$ cat config.mk
export PLATFORM = sky130hd
export DESIGN_NAME = gctw_queue
export DESIGN_NICKNAME = d
export VERILOG_FILES = /design/src/sv/gctw_pkg.sv /design/src/sv/gctw_queue.sv
export SDC_FILE = /design/constraint.sdc
export NUM_CORES = 1
export LEC_CHECK = 0
export BUFFER_PORTS_ARGS = -buffer_cell sky130_fd_sc_hd__buf_2
export CORE_MARGIN = 2
export CORE_UTILIZATION = 40
export CTS_BUF_LIST = sky130_fd_sc_hd__clkbuf_8 sky130_fd_sc_hd__clkbuf_16
export CTS_CLUSTER_SIZE = 8
export DETAILED_ROUTE_END_ITERATION = 8
export PLACE_DENSITY = 0.61
export SKIP_LAST_GASP = 1
export SLEW_MARGIN = 0
export SYNTH_ARGS = -nofsm -noshare
export SYNTH_HDL_FRONTEND = slang
export SYNTH_SLANG_ARGS = --single-unit
$ cat constraint.sdc
create_clock -name aclk -period 1.4 [get_ports aclk]
set_input_delay 0.21 -clock aclk [delete_from_list [all_inputs] [get_ports aclk]]
set_output_delay 0.21 -clock aclk [all_outputs]
set_load 0.02 [all_outputs]
$ cat src/sv/gctw_pkg.sv
// Shared types and constants for the card-table write barrier.
package gctw_pkg;

    // Fixed field widths
    localparam int OP_W     = 2;
    localparam int BASE_W   = 48;
    localparam int HBYTES_W = 22;
    localparam int CCOUNT_W = 13;
    localparam int SIZE_W   = 22;
    localparam int GEN_W    = 2;
    localparam int QIDX_W   = 12;
    localparam int CNT_W    = 13;

    // APB register map: 64-bit registers at 8-byte strides
    localparam int PDATA_W  = 64;
    localparam int PADDR_W  = 5;

    localparam logic [1:0] REG_HEAP_BASE  = 2'd0;
    localparam logic [1:0] REG_HEAP_BYTES = 2'd1;
    localparam logic [1:0] REG_CARD_COUNT = 2'd2;

    // Generation codes
    localparam logic [GEN_W-1:0] GEN_YOUNG = 2'd0;
    localparam logic [GEN_W-1:0] GEN_OLD   = 2'd1;
    localparam logic [GEN_W-1:0] GEN_PERM  = 2'd2;
    localparam logic [GEN_W-1:0] GEN_BAD   = 2'd3;

    // Command queue depth
    localparam int Q_DEPTH = 2;

    typedef enum logic [1:0] {
        K_STORE   = 2'd0,
        K_QUERY   = 2'd1,
        K_CLEAR   = 2'd2,
        K_UNKNOWN = 2'd3
    } kind_t;

    typedef enum logic [1:0] {
        ST_OK     = 2'd0,
        ST_ARG    = 2'd1,
        ST_BOUNDS = 2'd2,
        ST_GEN    = 2'd3
    } status_t;

    // Classified request handed from front to back
    typedef struct packed {
        kind_t   kind;
        logic    cfg_arg;     // config unusable: invalid argument
        logic    cfg_bounds;  // card_count does not cover heap
        status_t pre_status;  // store status once config passes
        logic    walk;        // store needs cards marked
        logic    qidx_ok;     // query index is in range
    } cmd_flags_t;

    typedef enum logic [2:0] {
        B_INIT,
        B_IDLE,
        B_QRD,
        B_RD,
        B_WR,
        B_CLR
    } back_state_t;

endpackage

$ cat src/sv/gctw_queue.sv
// Small FIFO between front and back ends.
module gctw_queue #(
    parameter int W = 8
) (
    input  logic         aclk,
    input  logic         aresetn,
    input  logic         push,
    input  logic [W-1:0] push_data,
    output logic         push_ready,
    input  logic         pop,
    output logic [W-1:0] pop_data,
    output logic         pop_valid
);

    localparam int PTR_W = (gctw_pkg::Q_DEPTH > 1) ? $clog2(gctw_pkg::Q_DEPTH) : 1;
    localparam int CNT_W = $clog2(gctw_pkg::Q_DEPTH + 1);

    logic [W-1:0]     entry_reg [gctw_pkg::Q_DEPTH];
    logic [PTR_W-1:0] wr_ptr_reg;
    logic [PTR_W-1:0] rd_ptr_reg;
    logic [CNT_W-1:0] cnt_reg;

    assign push_ready = (cnt_reg != CNT_W'(gctw_pkg::Q_DEPTH));
    assign pop_valid  = (cnt_reg != '0);
    assign pop_data   = entry_reg[rd_ptr_reg];

    always_ff @(posedge aclk) begin
        if (!aresetn) begin
            wr_ptr_reg <= '0;
            rd_ptr_reg <= '0;
            cnt_reg    <= '0;
        end else begin
            if (push) begin
                wr_ptr_reg <= (wr_ptr_reg == PTR_W'(gctw_pkg::Q_DEPTH - 1)) ? '0
                                                                          : wr_ptr_reg + 1'b1;
            end
            if (pop) begin
                rd_ptr_reg <= (rd_ptr_reg == PTR_W'(gctw_pkg::Q_DEPTH - 1)) ? '0
                                                                          : rd_ptr_reg + 1'b1;
            end
            if (push && !pop) begin
                cnt_reg <= cnt_reg + 1'b1;
            end else if (pop && !push) begin
                cnt_reg <= cnt_reg - 1'b1;
            end
        end
    end

    always_ff @(posedge aclk) begin
        if (push) begin
            entry_reg[wr_ptr_reg] <= push_data;
        end
    end

endmodule

# Yosys cells after proc, flatten, opt, wreduce, memory -nomap -nowiden
# Memory sizes are Yosys's and may differ from the RTL's. A register that Yosys moved wholly into a read port is not among the register bits.
# Index checks and enable logic that the tools add are counted.
[word_totals] reg_bits=4 latchBits=0 mem_bits_rw=16 rom_bits=0 in_bits=12 out_inout_bits=10 mem_count=1
[mem_list] memory="entry_reg" depth=2 width=8 read_ports=1 rd_clocked_by_memory_dff=1 wr=1 line="gctw_queue.sv:18" source="logic [W-1:0] entry_reg [gctw_pkg::Q_DEPTH];"
[classes] addsub=4 mul=0 div=0 n_lt_le_gt_ge=0 eq_ne=1 n_shift=0 mux=8 bitwise=0 n_reduce_logical=6
[ops] op="2-to-1 mux 1 bit" n=6
[ops] op="2-to-1 mux 2 bit" n=2
[ops] op="nonzero test 2 bit" n=2
[ops] op="adder 1 bit (second input constant)" n=2
[ops] op="adder 2 x 1 -> 2 bit (second input constant)" n=1
[ops] op="logical AND 1 bit" n=2
[ops] op="logical NOT 1 bit" n=2
[ops] op="inequality test 2 bit (second input constant)" n=1
[ops] op="subtractor 2 x 1 -> 2 bit (second input constant)" n=1

# Logic depth before layout (Yosys ltp)
# Gate-level depths: netlist of the first run.
[depth] word_depth=4 mapped_depth=5

# Worst setup path before layout of the first run
# Ideal clock, no wire load.
[synth_path] path_kind="flip-flop to flip-flop" from="register wr_ptr_reg" to="memory entry_reg[0][0] (enable)" t_arrival_ps=730 required_ps=1025 path_slack_ps=296 path_stages_with_launch=2 path_buffers=0 path_cell_list="dfxtp_1 > nor2b_1"
[synth_lines] element="start: declaration" line="gctw_queue.sv:19" source="logic [PTR_W-1:0] wr_ptr_reg;"
[synth_lines] element="start signal: assignment" line="gctw_queue.sv:34" source="wr_ptr_reg <= (wr_ptr_reg == PTR_W'(gctw_pkg::Q_DEPTH - 1)) ? '0"
[synth_lines] element="end: declaration" line="gctw_queue.sv:18"
# No word-level cell before the write port.

==> metrics.cfg, run 1 <==
[run_status]
status=finished, final reports clean

[worst_setup_path]
crit_required_ps=1190
cp.arrival_ps=1170
r2r_start=wr_ptr_reg$_SDFFE_PN0P_
cp_max_fo=3
crit_type=flip-flop to primary output
worst_setup_path_start_kind=flip-flop
r2r_cells=1
rrSetupSlack_ps=330
reg2reg_to=entry_reg[1][7]$_DFFE_PP_
crit_path_end_kind=primary output

[synth]
synth_edf_count=16
ys_ff_latch=21
synthArstFlopShare_pct=0
syn_inst=47
syn_area_per_cell_um2=16.9
synthTopCellsByCount=edfxtp_1, mux2_1, dfxtp_1, and2_1
synth_top_area_share_pct=60.5
synth_top_area_cell=edfxtp_1
synth_area_um2=795
synthTopCellsByArea=edfxtp_1, dfxtp_1, mux2_1
synth_nets=60
ys.flop_type=edfxtp_1
ys_seq_area_share_pct=73.1
synth_warnings=0
synth_most_common_cell=edfxtp_1
synth_cell_types=16

[floorplanning]
dieArea_um2=2360
io_pins=22
chipWidth_um=48.6
rows=16
die_h_um=48.6
start_util_pct=41.3
core_um2=1920

[detailed_routing]
drt-pass1-iter-count=2
via_per_inst=4.37
wl_per_cell_um=11.5
drt-total-wl_mm=1.16
drc=0
drt_iter0_markers=2
ant_nets=0
vias=441

[finish]
area_growth_pct=35.6
final_layout_size_suffix_gt1_share_pct=47.3
design_area_um2=1080
largest_reg_flops=16
nFillCells=173
nets=88
final_util_pct=56.1
finalNonFillerCells=101
diodes=0

[global_routing]
grt_pass1_vias=472
overflow=0
antenna_found_initial=0
grt_max_degree=12
track_usage_pct=10.9
grt_pass1_wl_mm=1.97

[power_and_ir_drop]
power.density_nw_per_um2=1250
leakage_nw=0.443
vdd.ir_drop.worst_mv=0.733

[timing]
rsz0062_at_grt=true
slew_headroom_pct=72.9
finalSetupViolCount=0
post-route-period-util_pct=98.9
tightest_slew_ps=407
setup_tns_ps=0
drv_slew=0
fmax_mhz=723
skew_ps=1.30
hold_violations=0
period_needed_ps=1380

[place]
routabilityCongestion=0.683
dp_hpwl_um=815
port_buffers=21
dpl_cell_area_um2=951
dp_cells=97

[cts]
cts_tree=done
numCtsBuffers=3
insertion_delay_ps=250
htreeDepth=1
cts_resized=4
post_cts_buffers=0
ctsHoldBuffers=0
numClockSinks=21
path_clk_slew_ps=70
cts_buffer_depth=2
root_buffer=clkbuf_8

[hold_path]
holdPathStages=1
hp-class=input port to flip-flop
min_from=push_data[4]
whs_endpoint=entry_reg[0][4]$_DFFE_PP_

[job]
drv_cap=0

[worst max-delay path by stage]
stage,end,start,cells after the start
3_3_place_gp,cnt_reg[1]$_SDFFE_PN0P_,push,4
5_1_grt,pop_data[0],flip-flop,3
6_report,pop_data[0],flip-flop,3
4_1_cts,pop_data[1],flip-flop,3
2_1_floorplan,entry_reg[0][0]$_DFFE_PP_,wr_ptr_reg$_SDFFE_PN0P_,1
3_5_place_dp,cnt_reg[1]$_SDFFE_PN0P_,pop,5
[layer usage]
| metal | share of wire (%) | vias to the layer above | wire length [um] | track usage, % |
|---|---|---|---|---|
| li1 | - | 222 | - | - |
| met1 | 41 | 206 | 475 | 12.6 |
| met2 | 54 | 11 | 623 | 19.2 |
| met3 | 4.1 | 2 | 48 | 1.85 |
| met4 | 1.0 | 0 | 12 | 5.71 |
| met5 | 0 | - | 0 | 0 |
[cell usage in the layout, fill, tap and decap left out, drive strengths merged]
cell type	count
nor2b	2
o21ai	1
dfxtp	5
or2	1
o21a	1
clkbuf	3
a21boi	1
inv	2
and2	4
edfxtp	16
xnor2	1
ha	1
nand2b	1
xor2	2
buf	24
mux2	8
or3	1
[final cells by class]
class                      count  area [um^2]  share of cell area, %
sequential                    21          582                   54.0
multi-input combinational     24          228                   21.1
timing repair buffer          24          185                   17.2
clock buffer                   3         41.3                   3.83
tap                           27         33.8                   3.14
clock inverter                 1         3.75                  0.348
inverter                       1         3.75                  0.348
[where the power goes]
| part | leakage [nW] | internal (mW) | switching (mW) |
|---|---|---|---|
| Combinational | 0.224 | 0.137 | 0.114 |
| Clock | 0.0269 | 0.194 | 0.169 |
| Sequential | 0.192 | 0.714 | 0.0196 |
[per-stage QoR]
step	setup slack, ps	total power, mW	hold slack [ps]
final	16.0	1.35	147
after floorplan	296	0.865	309
after detailed placement	152	0.942	401
after global placement	189	0.938	400
after CTS	-1.35	1.31	141
after global routing	-26.5	1.40	145
[logic make-up (layout without fill, tap and decap cells)]
logic type / after synthesis / count (layout) / share of synthesized area (%)
DFF: 21 / 21 / 73.1
adders and majority gates: 1 / 1 / 1.57
xor gates and xnor gates: 3 / 3 / 3.31
and+or+nand+nor: 9 / 9 / 7.09
buffers and inverters: 2 / 29 / 1.10
muxes: 8 / 8 / 11.3
AOI/OAI and AO/OA: 3 / 3 / 2.52
[worst max-delay path, cell delays in order, from the launching register on]
cell     delay [ps]
dfxtp_2         340
buf_6           110
mux2_1          340
buf_6           140
(Power assumes the default switching activity.)
==> inputs of run 2 (changes only) <==
PLACE_DENSITY = 0.63   (was 0.61)
clock period = 1.1 ns   (was 1.4 ns; I/O delays follow)
==> run 2 against run 1 <==
Compared with the run above:
- the flow now finishes with violations (setup timing)
- total power up 31%
- non-clock buffer count up 4
- die area unchanged
- worst setup slack worse by 240 ps
- sequential power up 27%
- register-to-register slack worse by 220 ps
- via count up 5.2%
- routed wire length up 1.5%
- largest cell class unchanged
- highest routed layer is now met3
==> metrics.cfg, run 2 (same netlist as run 1, synthesis figures left out) <==
[run_status]
status=complete, but fails checks
violations=setup timing

[worst_setup_path]
slowest_delay_ps=340  ; about the same
crit_required_ps=940  ; -250 ps
cp_max_fo=8  ; +5
worst_setup_path_start_kind=flip-flop
r2r_cells=3  ; +2
cp.arrival_ps=1160  ; about the same
crit_path_end_kind=primary output
crit_type=flip-flop to primary output
path_cells=buf_12 -> mux2_4 -> buf_6
cp_slowest_cell=dfxtp_2

[global_routing]
antenna_found_initial=0  ; unchanged
grt_pass1_vias=505  ; +7.0%
overflow=0  ; unchanged
grt_pass1_wl_mm=2.06  ; +4.2%
grt_max_degree=12  ; unchanged
track_usage_pct=11.8  ; +0.98 points

[finish]
layout_commonest_cell=edfxtp_1
diodes=0  ; unchanged
most-common-layout-cells=edfxtp_1, buf_2, buf_6
seqCellArea_um2=584  ; +0.43%
nFillCells=172  ; -0.58%
multi_input_area_um2=239  ; +4.9%
largest_reg_flops=16  ; unchanged
final_layout_size_suffix_gt1_share_pct=56.4  ; +9.1 points
area_growth_pct=44.1
design_area_um2=1140  ; +6.3%
nets=92  ; +4.5%

[cts]
numCtsBuffers=3  ; unchanged
insertion_delay_ps=250  ; about the same
htreeDepth=1  ; unchanged
cts_tree=done
ctsHoldBuffers=0  ; unchanged
root_buffer=clkbuf_8
cts_buffer_depth=2  ; unchanged
numClockSinks=21  ; unchanged
path_clk_slew_ps=70  ; about the same

[power_and_ir_drop]
internal-power_mw=1.38  ; +32%
pwr-share-comb_pct=21.1  ; +2.5 points
power_switching_uw=394  ; +30%
leakage_nw=0.480  ; +8.4%
clock_power_share_pct=26.2  ; -0.8 points
vdd.ir_drop.worst_mv=0.794  ; +8.4%
switching_share_pct=22.2  ; -0.26 points
power.density_nw_per_um2=1550  ; +24%
seqPwrFrac_pct=52.7  ; -1.7 points

[detailed_routing]
drt_iter0_markers=2  ; unchanged
wl_per_cell_um=11.2  ; -2.4%
ant_nets=0  ; unchanged
drt-total-wl_mm=1.18  ; +1.5%
drc=0  ; unchanged
vias=464  ; +5.2%
drt-pass1-iter-count=3  ; +1
via_per_inst=4.42  ; +1.2%

[place]
routabilityCongestion=0.623  ; -8.8%
dp_hpwl_um=824  ; +1.1%
dpl_cell_area_um2=993  ; +4.5%
port_buffers=21  ; unchanged

[floorplanning]
dieArea_um2=2360  ; unchanged
core_um2=1920  ; unchanged
die_h_um=48.6  ; unchanged
rows=16  ; unchanged
start_util_pct=41.3  ; unchanged
chipWidth_um=48.6  ; unchanged
io_pins=22  ; unchanged

[timing]
tightest_slew_ps=209  ; -198 ps
setup_slack_ps=-223  ; -238 ps
post-route-period-util_pct=120
setup_tns_ps=-1760  ; -1760 ps
slew_headroom_pct=86.0  ; +13 points
period_needed_ps=1320
skew_ps=2.93  ; +1.63 ps
fmax_mhz=756
rsz0062_at_grt=true
finalSetupViolCount=8  ; +8
hold_violations=0  ; unchanged
drv_slew=0  ; unchanged

[hold_path]
holdPathStages=1  ; unchanged
hp-class=input port to flip-flop

[job]
drv_cap=0  ; unchanged

-- run 2: power by group through the flow --
stage / logic (mW) / registers, mW / clock network [mW]
final: 0.374 / 0.934 / 0.463
after global routing: 0.402 / 0.941 / 0.523
after CTS: 0.378 / 0.934 / 0.480
after detailed placement: 0.274 / 0.948 / 0
after global placement: 0.270 / 0.946 / 0
after floorplan: 0.162 / 0.941 / 0
-- run 2: per-stage QoR --
step | utilization [%] | hold slack [ps] | total power [mW] | worst slack, ps | cells
4_1_cts | 59.5 | 94.1 | 1.79 | -236 | 105
5_1_grt | 59.6 | 84.8 | 1.87 | -263 | 105
6_report | 59.6 | 101 | 1.77 | -223 | 105
3_3_place_gp | 51.7 | 353 | 1.22 | -20.0 | 99
3_5_place_dp | 51.7 | 359 | 1.22 | -41.2 | 99
2_1_floorplan | - | 264 | 1.10 | 57.0 | 47
-- run 2: metal layers --
layer	share of wire [%]	up-vias	track usage (%)
li1	-	230	-
met1	41	223	11.5
met2	54	11	22.0
met3	4.4	0	3.40
met4	0	0	7.14
met5	0	-	0
-- run 2: area by class of cell --
class                   instances  area share, %
inverters                       1          0.328
multi-input cells              24           20.9
clock buffers                   3           3.61
clock inverters                 1          0.328
repair buffers                 28           20.9
well taps                      27           2.95
flip-flops and latches         21           51.0
-- run 2: timing repair --
action,CTS,global route
pin swaps,1,1
gates resized for setup,29,1
setup endpoints to repair,9,18
endpoints found under the hold margin,0,0
buffers inserted,2,0
-- run 2: path summary, 6_finish.rpt --
path                           startpoint                        end  slack, ps
hold reg to reg   rd_ptr_reg$_SDFFE_PN0P_                  flip-flop        590
setup / recovery                flip-flop                pop_data[0]       -220
hold / removal               push_data[7]  entry_reg[0][7]$_DFFE_PP_        100
setup reg to reg  cnt_reg[0]$_SDFFE_PN0P_    cnt_reg[1]$_SDFFE_PN0P_        110
-- run 2: worst max-delay path, delay by kind of cell, from the launching register on --
kind | cells | cell delay (ps)
buf+inv | 2 | 260
flops | 1 | 340
mux | 1 | 300
