[src/sv/gctw_pkg.sv]
// Shared types and constants for the card-table write barrier.
package gctw_pkg;

    // Fixed field widths
    localparam int OP_W     = 2;
    localparam int BASE_W   = 48;
    localparam int HBYTES_W = 22;
    localparam int CCOUNT_W = 13;
    localparam int SIZE_W   = 22;
    localparam int GEN_W    = 2;
    localparam int QIDX_W   = 12;
    localparam int CNT_W    = 13;

    // APB register map: 64-bit registers at 8-byte strides
    localparam int PDATA_W  = 64;
    localparam int PADDR_W  = 5;

    localparam logic [1:0] REG_HEAP_BASE  = 2'd0;
    localparam logic [1:0] REG_HEAP_BYTES = 2'd1;
    localparam logic [1:0] REG_CARD_COUNT = 2'd2;

    // Generation codes
    localparam logic [GEN_W-1:0] GEN_YOUNG = 2'd0;
    localparam logic [GEN_W-1:0] GEN_OLD   = 2'd1;
    localparam logic [GEN_W-1:0] GEN_PERM  = 2'd2;
    localparam logic [GEN_W-1:0] GEN_BAD   = 2'd3;

    // Command queue depth
    localparam int Q_DEPTH = 2;

    typedef enum logic [1:0] {
        K_STORE   = 2'd0,
        K_QUERY   = 2'd1,
        K_CLEAR   = 2'd2,
        K_UNKNOWN = 2'd3
    } kind_t;

    typedef enum logic [1:0] {
        ST_OK     = 2'd0,
        ST_ARG    = 2'd1,
        ST_BOUNDS = 2'd2,
        ST_GEN    = 2'd3
    } status_t;

    // Classified request handed from front to back
    typedef struct packed {
        kind_t   kind;
        logic    cfg_arg;     // config unusable: invalid argument
        logic    cfg_bounds;  // card_count does not cover heap
        status_t pre_status;  // store status once config passes
        logic    walk;        // store needs cards marked
        logic    qidx_ok;     // query index is in range
    } cmd_flags_t;

    typedef enum logic [2:0] {
        B_INIT,
        B_IDLE,
        B_QRD,
        B_RD,
        B_WR,
        B_CLR
    } back_state_t;

endpackage

[src/sv/gctw_front.sv]
// Front end: accepts requests, range-checks stores and classifies them.
module gctw_front #(
    parameter int ADDR_BITS  = 48,
    parameter int CARD_SHIFT = 9,
    parameter int MAX_CARDS  = 4096,
    parameter int CIDX_W     = 12
) (
    input  logic                          aclk,
    input  logic                          aresetn,
    input  logic                          hold,
    input  logic                          s_valid,
    output logic                          s_ready,
    input  logic [gctw_pkg::OP_W-1:0]     s_op,
    input  logic [gctw_pkg::BASE_W-1:0]   s_address,
    input  logic [gctw_pkg::SIZE_W-1:0]   s_store_bytes,
    input  logic [gctw_pkg::GEN_W-1:0]    s_owner_generation,
    input  logic [gctw_pkg::GEN_W-1:0]    s_value_generation,
    input  logic [gctw_pkg::QIDX_W-1:0]   s_card_index,
    input  logic [gctw_pkg::BASE_W-1:0]   heap_base,
    input  logic [gctw_pkg::HBYTES_W-1:0] heap_bytes,
    input  logic [gctw_pkg::CCOUNT_W-1:0] card_count,
    input  logic                          q_ready,
    output logic                          q_push,
    output gctw_pkg::cmd_flags_t          q_flags,
    output logic [CIDX_W-1:0]             q_first,
    output logic [CIDX_W-1:0]             q_last
);

    localparam int AW     = ADDR_BITS;
    localparam int WIDE_W = (ADDR_BITS > gctw_pkg::HBYTES_W) ? ADDR_BITS : gctw_pkg::HBYTES_W;
    localparam int SUM_W  = WIDE_W + 1;
    localparam int HB1_W  = gctw_pkg::HBYTES_W + 1;
    localparam logic [HB1_W-1:0] CARD_MASK = HB1_W'((64'd1 << CARD_SHIFT) - 64'd1);

    // Stage 1 registers
    logic                          s1_valid_reg;
    gctw_pkg::kind_t               kind_reg;
    logic                          gen_bad_reg;
    logic                          size_zero_reg;
    logic                          mark_reg;
    logic                          addr_zero_reg;
    logic                          below_reg;
    logic                          wrap_reg;
    logic [AW-1:0]                 off_reg;
    logic [gctw_pkg::SIZE_W-1:0]   size_reg;
    logic [gctw_pkg::QIDX_W-1:0]   qidx_reg;

    logic                          take;
    gctw_pkg::kind_t               kind_next;
    logic [AW-1:0]                 addr_m;
    logic [AW-1:0]                 base_m;
    logic [SUM_W-1:0]              span_sum;

    // Stage 2 logic
    logic [gctw_pkg::HBYTES_W-1:0] off_lo;
    logic                          in_heap;
    logic [HB1_W-1:0]              end_off;
    logic                          end_ok;
    logic [gctw_pkg::HBYTES_W-1:0] first_off;
    logic [HB1_W-1:0]              last_off;
    logic                          span_bad;
    logic [HB1_W-1:0]              need_sum;
    logic [HB1_W-1:0]              need;

    assign s_ready = !hold && (!s1_valid_reg || q_ready);
    assign take    = s_valid && s_ready;
    assign q_push  = s1_valid_reg && q_ready;

    always_comb begin
        unique case (s_op)
            gctw_pkg::K_STORE: kind_next = gctw_pkg::K_STORE;
            gctw_pkg::K_QUERY: kind_next = gctw_pkg::K_QUERY;
            gctw_pkg::K_CLEAR: kind_next = gctw_pkg::K_CLEAR;
            default:           kind_next = gctw_pkg::K_UNKNOWN;
        endcase
    end

    assign addr_m   = AW'(s_address);
    assign base_m   = AW'(heap_base);
    assign span_sum = SUM_W'(addr_m) + SUM_W'(s_store_bytes);

    always_ff @(posedge aclk) begin
        if (!aresetn) begin
            s1_valid_reg <= 1'b0;
        end else if (take) begin
            s1_valid_reg <= 1'b1;
        end else if (q_ready) begin
            s1_valid_reg <= 1'b0;
        end
    end

    always_ff @(posedge aclk) begin
        if (take) begin
            kind_reg      <= kind_next;
            gen_bad_reg   <= (s_owner_generation == gctw_pkg::GEN_BAD) ||
                             (s_value_generation == gctw_pkg::GEN_BAD);
            size_zero_reg <= (s_store_bytes == '0);
            mark_reg      <= ((s_owner_generation == gctw_pkg::GEN_OLD) ||
                              (s_owner_generation == gctw_pkg::GEN_PERM)) &&
                             (s_value_generation == gctw_pkg::GEN_YOUNG);
            addr_zero_reg <= (addr_m == '0);
            below_reg     <= (addr_m < base_m);
            wrap_reg      <= |(span_sum >> AW);
            off_reg       <= addr_m - base_m;
            size_reg      <= s_store_bytes;
            qidx_reg      <= s_card_index;
        end
    end

    // Span against heap and card range
    assign off_lo    = gctw_pkg::HBYTES_W'(off_reg);
    assign in_heap   = WIDE_W'(off_reg) < WIDE_W'(heap_bytes);
    assign end_off   = HB1_W'(off_lo) + HB1_W'(size_reg) - HB1_W'(1);
    assign end_ok    = end_off < HB1_W'(heap_bytes);
    assign first_off = off_lo >> CARD_SHIFT;
    assign last_off  = end_off >> CARD_SHIFT;

    assign span_bad = addr_zero_reg || below_reg || !in_heap || wrap_reg || !end_ok ||
                      (HB1_W'(first_off) > last_off) ||
                      (last_off >= HB1_W'(card_count)) ||
                      (32'(last_off) >= 32'(MAX_CARDS));

    assign need_sum = HB1_W'(heap_bytes) + CARD_MASK;
    assign need     = need_sum >> CARD_SHIFT;

    always_comb begin
        q_flags.kind       = kind_reg;
        q_flags.cfg_arg    = (heap_base == '0) || (heap_bytes == '0) || (card_count == '0) ||
                             (32'(card_count) > 32'(MAX_CARDS));
        q_flags.cfg_bounds = HB1_W'(card_count) < need;
        q_flags.walk       = 1'b0;
        q_flags.qidx_ok    = (32'(qidx_reg) < 32'(card_count)) &&
                             (32'(qidx_reg) < 32'(MAX_CARDS));
        if (gen_bad_reg) begin
            q_flags.pre_status = gctw_pkg::ST_GEN;
        end else if (size_zero_reg) begin
            q_flags.pre_status = gctw_pkg::ST_OK;
        end else if (span_bad) begin
            q_flags.pre_status = gctw_pkg::ST_BOUNDS;
        end else begin
            q_flags.pre_status = gctw_pkg::ST_OK;
            q_flags.walk       = mark_reg;
        end
    end

    // Query reuses the first-card slot for its index
    assign q_first = (kind_reg == gctw_pkg::K_QUERY) ? CIDX_W'(qidx_reg) : CIDX_W'(first_off);
    assign q_last  = CIDX_W'(last_off);

endmodule

[config.mk]
export PLATFORM = sky130hd
export DESIGN_NAME = gctw_front
export DESIGN_NICKNAME = d
export VERILOG_FILES = /design/src/sv/gctw_pkg.sv /design/src/sv/gctw_front.sv
export SDC_FILE = /design/constraint.sdc
export NUM_CORES = 1
export LEC_CHECK = 0
export ABC_AREA = 1
export BUFFER_PORTS_ARGS = -buffer_cell sky130_fd_sc_hd__buf_2
export CORE_ASPECT_RATIO = 1.5
export CORE_MARGIN = 10
export CORE_UTILIZATION = 50
export DETAILED_ROUTE_END_ITERATION = 7
export GPL_TIMING_DRIVEN = 0
export PLACE_DENSITY = 0.81
export SKIP_LAST_GASP = 1
export SLEW_MARGIN = 10
export SYNTH_ARGS = -nofsm -noshare
export SYNTH_HDL_FRONTEND = slang
export SYNTH_SLANG_ARGS = --single-unit
[constraint.sdc]
create_clock -name aclk -period 13.4 [get_ports aclk]
set_clock_uncertainty 0.05 [all_clocks]
set_input_delay 0 -clock aclk [delete_from_list [all_inputs] [get_ports aclk]]
set_output_delay 0 -clock aclk [all_outputs]
set_load 0.01 [all_outputs]
; Word level (Yosys, flattened, before mapping)
; Cells that the tools add are included.
[op_classes]
addsub = 5
order_cmp = 9
eq_ne = 7
n_mux = 10
reduce_logical = 29
[op_table]
columns = operator, count
row1 = zero test 48 bit, 2
row2 = adder 48 x 22 -> 49 bit, 1
row3 = < comparator 48 x 22 -> 1 bit, 1
row4 = < comparator 48 bit, 1
row5 = subtractor 48 bit, 1
row6 = zero test 22 bit, 2
row7 = adder 22 x 22 -> 23 bit, 1
row8 = "adder 22 x 9 -> 23 bit, second input constant", 1
row9 = < comparator 23 x 22 -> 1 bit, 1
row10 = "subtractor 23 x 1 -> 23 bit, second input constant", 1
row11 = >= comparator 14 x 13 -> 1 bit, 1
row12 = ">= comparator 14 x 13 -> 1 bit, second input constant", 1
row13 = greater-than comparator 13 x 14 -> 1 bit, 1
row14 = < comparator 13 x 14 -> 1 bit, 1
row15 = "greater-than comparator 13 bit, second input constant", 1
row16 = zero test 13 bit, 1
row17 = logical OR 1 bit, 13
row18 = < comparator 12 x 13 -> 1 bit, 1
row19 = two-way mux 12 bit, 1
row20 = "== test 2 bit, second input constant", 4
row21 = "== test 2 x 1 -> 1 bit, second input constant", 3
row22 = two-way mux 2 bit, 3
row23 = case mux 2 bit (3 select lines), 1
row24 = two-way mux 1 bit, 5
row25 = other kinds (4), 11
[word_totals]
reg_bits = 91
out_inout_bits = 34
word_cells = 71

; Longest topological paths before layout
[depth]
word_depth = 11
mapped_depth = 34
mapped_depth_nobuf = 34

; Worst setup path before layout
; Ideal clock, no wire load.
[synth_path]
path_type = flip-flop to flip-flop
from = reg s1_valid_reg
to = reg addr_zero_reg, enable pin
t_arrival_ns = 6.954
required_ns = 12.679
path_slack_ns = 5.725
stages_incl_launch_ff = 4
path_buffers = 0
period_less_slack_ns = 7.675
path_cell_list = dfxtp_1 > inv_1 > nor2_1 > nor3b_1
[synth_between]
elab_chain_cells = 4
[synth_lines]
columns = element, line_no
row1 = from (decl), gctw_front.sv:36  ; logic s1_valid_reg;
row2 = from (signal assigned), gctw_front.sv:84  ; s1_valid_reg <= 1'b0;
row3 = from (signal assigned), gctw_front.sv:86  ; s1_valid_reg <= 1'b1;
row4 = from (signal assigned), gctw_front.sv:88  ; s1_valid_reg <= 1'b0;
row5 = zero test 1 bit, gctw_front.sv:65  ; assign s_ready = !hold && (!s1_valid_reg || q_ready);
row6 = logical OR 1 bit, gctw_front.sv:65
row7 = logical AND 1 bit, gctw_front.sv:65
row8 = logical AND 1 bit, gctw_front.sv:66  ; assign take = s_valid && s_ready;
row9 = via take, gctw_front.sv:48  ; logic take;
row10 = to (signal assigned), gctw_front.sv:101  ; addr_zero_reg <= (addr_m == '0);
row11 = to (decl), gctw_front.sv:41  ; logic addr_zero_reg;
; The timed path passes the listed nets, and every way through them passes these cells.
; A chain may end at the register's enable or synchronous reset.

==> results_dict.tcl <==
set metrics [dict create \
    dieArea_sq_um 28300 \
    ios 210 \
    path_class "flip-flop to output pin" \
    dpl.cell_count 1968 \
    initialDrtViolationCount 699 \
    rr_worst_depth 9 \
    yosys_warnings 0 \
    relSlewSlack_pct 37.4 \
    synth_top_area_cell "edfxtp_1" \
    fmax_mhz 219 \
    fin_util_pct 60.8 \
    die_h_microns 201 \
    htree_levels 3 \
    post-cts-setup-buffers 0 \
    arrival_ns 4.51 \
    postRouteAntennaNets 0 \
    layout_commonest_cell "inv_1" \
    final-instance-count-excl-fill 2026 \
    viasPerCell 5.61 \
    crit_fanout 5 \
    seq_area_frac_synth_pct 24.9 \
    post-route-period-util_pct 34.1 \
    rsz0062_at_grt "false" \
    syn_area_sq_um 10900 \
    setup_ws_ns 8.84 \
    required_ns 13.35 \
    synth_edf_count 90 \
    avgSynthCellArea_sq_um 7.39 \
    drt-pass1-iter-count 5 \
    endpoint_kind "output pin" \
    grt_use_total_pct 25.6 \
    drc_errors 0 \
    final_layout_size_suffix_gt1_share_pct 14.8 \
    ys_top_cells_by_area "edfxtp_1 25%, ha_1 23%, inv_1 11%, nand2_1 8.2%, a21oi_1 7.0%" \
    grt_remaining_overflow 0 \
    worst-r2r-setup-slack_ns 10.85 \
    wl_per_cell_microns 18.5 \
    syn_to_final_growth_pct 20.1 \
    die_x_microns 141 \
    worst_hold_slack_ns 0.0229 \
    tightest_slew_ns 0.930 \
    maxCapViolations 0 \
    netlist.area_leader.share_pct 24.7 \
    r2r-end "off_reg[5]" \
    final-hold-violation-count 0 \
    clkTransAtPathRegs_ns 0.07 \
    clock_sinks 91 \
    post-dp-hpwl_mm 32.1 \
    synth_cells 1481 \
    nNetsFinal 2127 \
    antenna_found_initial 2 \
    slew_violations 0 \
    critical_path.startpoint_type "flip-flop" \
    postCtsHoldBufs 42 \
    crit_start "off_reg[3]" \
    vias 11400 \
    grt_pass1_vias 11900 \
    mostFrequentLayoutCells "332 x inv_1, 239 x nand2_1, 207 x buf_2" \
    ys_seq_elements 91 \
    globalplace.congestion 1.04 \
    postLayoutCellArea_sq_um 13100 \
    cts_buffers 9 \
    grt_pass1_wl_mm 58.2 \
    min_period_ns 4.56 \
    hp-class "primary input to flip-flop" \
    setup_viol 0 \
    cts-root-buf "clkbuf_16" \
    synth_fp_nets 1859 \
    r2r_start "s1_valid_reg" \
    io_buffers 207 \
    largest_reg_flops 48 \
    finalSetupTns_ns 0 \
    ir_drop_uv 65.0 \
    status "complete, no violations" \
    power_mw 1.23 \
    endpoint "q_flags[3]" \
    yosys.cell_types.count 48 \
    async_flop_share_pct 0 \
    clockBufferDepth 2 \
    cts-resized-gates 0 \
    placed_cell_area_sq_um 12400 \
    synth_ff_type "edfxtp_1" \
    dp_slack_ns 9.25 \
    rows 66 \
    p_leak_nw 6.92 \
    wl_mm 37.5 \
    clk_latency_ns 0.35 \
    cts_tree "yes" \
    grt_start_max_net_pins 17 \
    powerDensity_nw_per_um2 93.2 \
    coreArea_sq_um 21600 \
    start_util_pct 50.6 \
]
==> cell type report <==
| cell class | count | area (sq um) |
|---|---|---|
| diodes | 1 | 2.50 |
| plain buffers | 5 | 22.5 |
| clock buffers | 9 | 225 |
| clock inverters | 6 | 97.6 |
| fillers | 1992 | 8490 |
| inverters | 334 | 1250 |
| multi-input cells | 1051 | 6950 |
| flip-flops and latches | 91 | 2720 |
| well taps | 272 | 340 |
| repair buffers | 257 | 1530 |
==> synth_stat cells, types with 3 or more instances <==
| cell | number |
|---|---|
| xor2_1 | 49 |
| nor3b_1 | 4 |
| o21ai_1 | 4 |
| nor2_1 | 106 |
| o21ai_0 | 60 |
| nor3_1 | 17 |
| o21bai_1 | 4 |
| a31oi_1 | 18 |
| nand2_2 | 3 |
| clkbuf_1 | 4 |
| o21ai_2 | 8 |
| ha_1 | 200 |
| inv_1 | 332 |
| xnor2_1 | 22 |
| o31ai_1 | 4 |
| o21a_1 | 4 |
| nand2_1 | 239 |
| a21o_1 | 7 |
| nor4_1 | 38 |
| edfxtp_1 | 90 |
| nand3_1 | 40 |
| nand4_1 | 38 |
| a21oi_1 | 154 |
==> worst max-delay path, cell delays in order, from the launching register on <==
cell      delay [ns]
edfxtp_1        0.38
inv_1           0.06
ha_1            0.27
inv_1           0.04
ha_1            0.34
a21oi_1         0.18
nand2_1         0.20
nand2_1         0.11
nand3_1         0.21
a31oi_1         0.39
xnor2_1         0.29
ha_1            0.33
nand2_1         0.07
inv_1           0.04
nand3_1         0.10
nor2_1          0.06
o21ai_0         0.11
nand4_1         0.19
nand4_1         0.14
nand3_1         0.12
nand2_1         0.08
inv_1           0.03
nor2_1          0.08
nand2_1         0.09
nand2_1         0.06
nand2_1         0.04
buf_2           0.13
==> power breakdown <==
group	internal (mW)	switching [mW]
clock	0.166	0.119
combinational	0.222	0.366
sequential	0.342	0.00968
==> logic make-up after synthesis <==
kind of cell    Yosys count  share of synthesized area [%]
compound gates          281                           14.5
xor+xnor                 71                           5.68
fa+ha+maj               202                           23.2
buf+inv                 339                           11.7
flops                    91                           24.9
simple gates            497                           20.0
==> layer usage <==
metal / routed length (microns) / share of wire [%] / vias up / global-route usage, %
met3: 2430 / 6.5 / 159 / 4.90
met4: 2770 / 7.4 / 0 / 18.1
met2: 19200 / 51 / 513 / 47.2
li1: - / - / 5519 / -
met1: 13100 / 35 / 5169 / 24.7
met5: 0 / 0 / - / 0
==> how the worst min path moves through the flow <==
stage	slack, ns	depth (start not counted)	from	end
final	0.02	3	s_owner_generation[1]	gen_bad_reg
after global routing	0.03	3	heap_base[0]	off_reg[0]
after CTS	0.01	3	s_owner_generation[1]	gen_bad_reg
after detailed placement	0.13	1	s_op[1]	kind_reg[1]
after global placement	0.12	1	s_op[1]	kind_reg[1]
after floorplan	-0.002	1	hold	s_ready
Note: power is estimated with default switching activity, not from simulation.
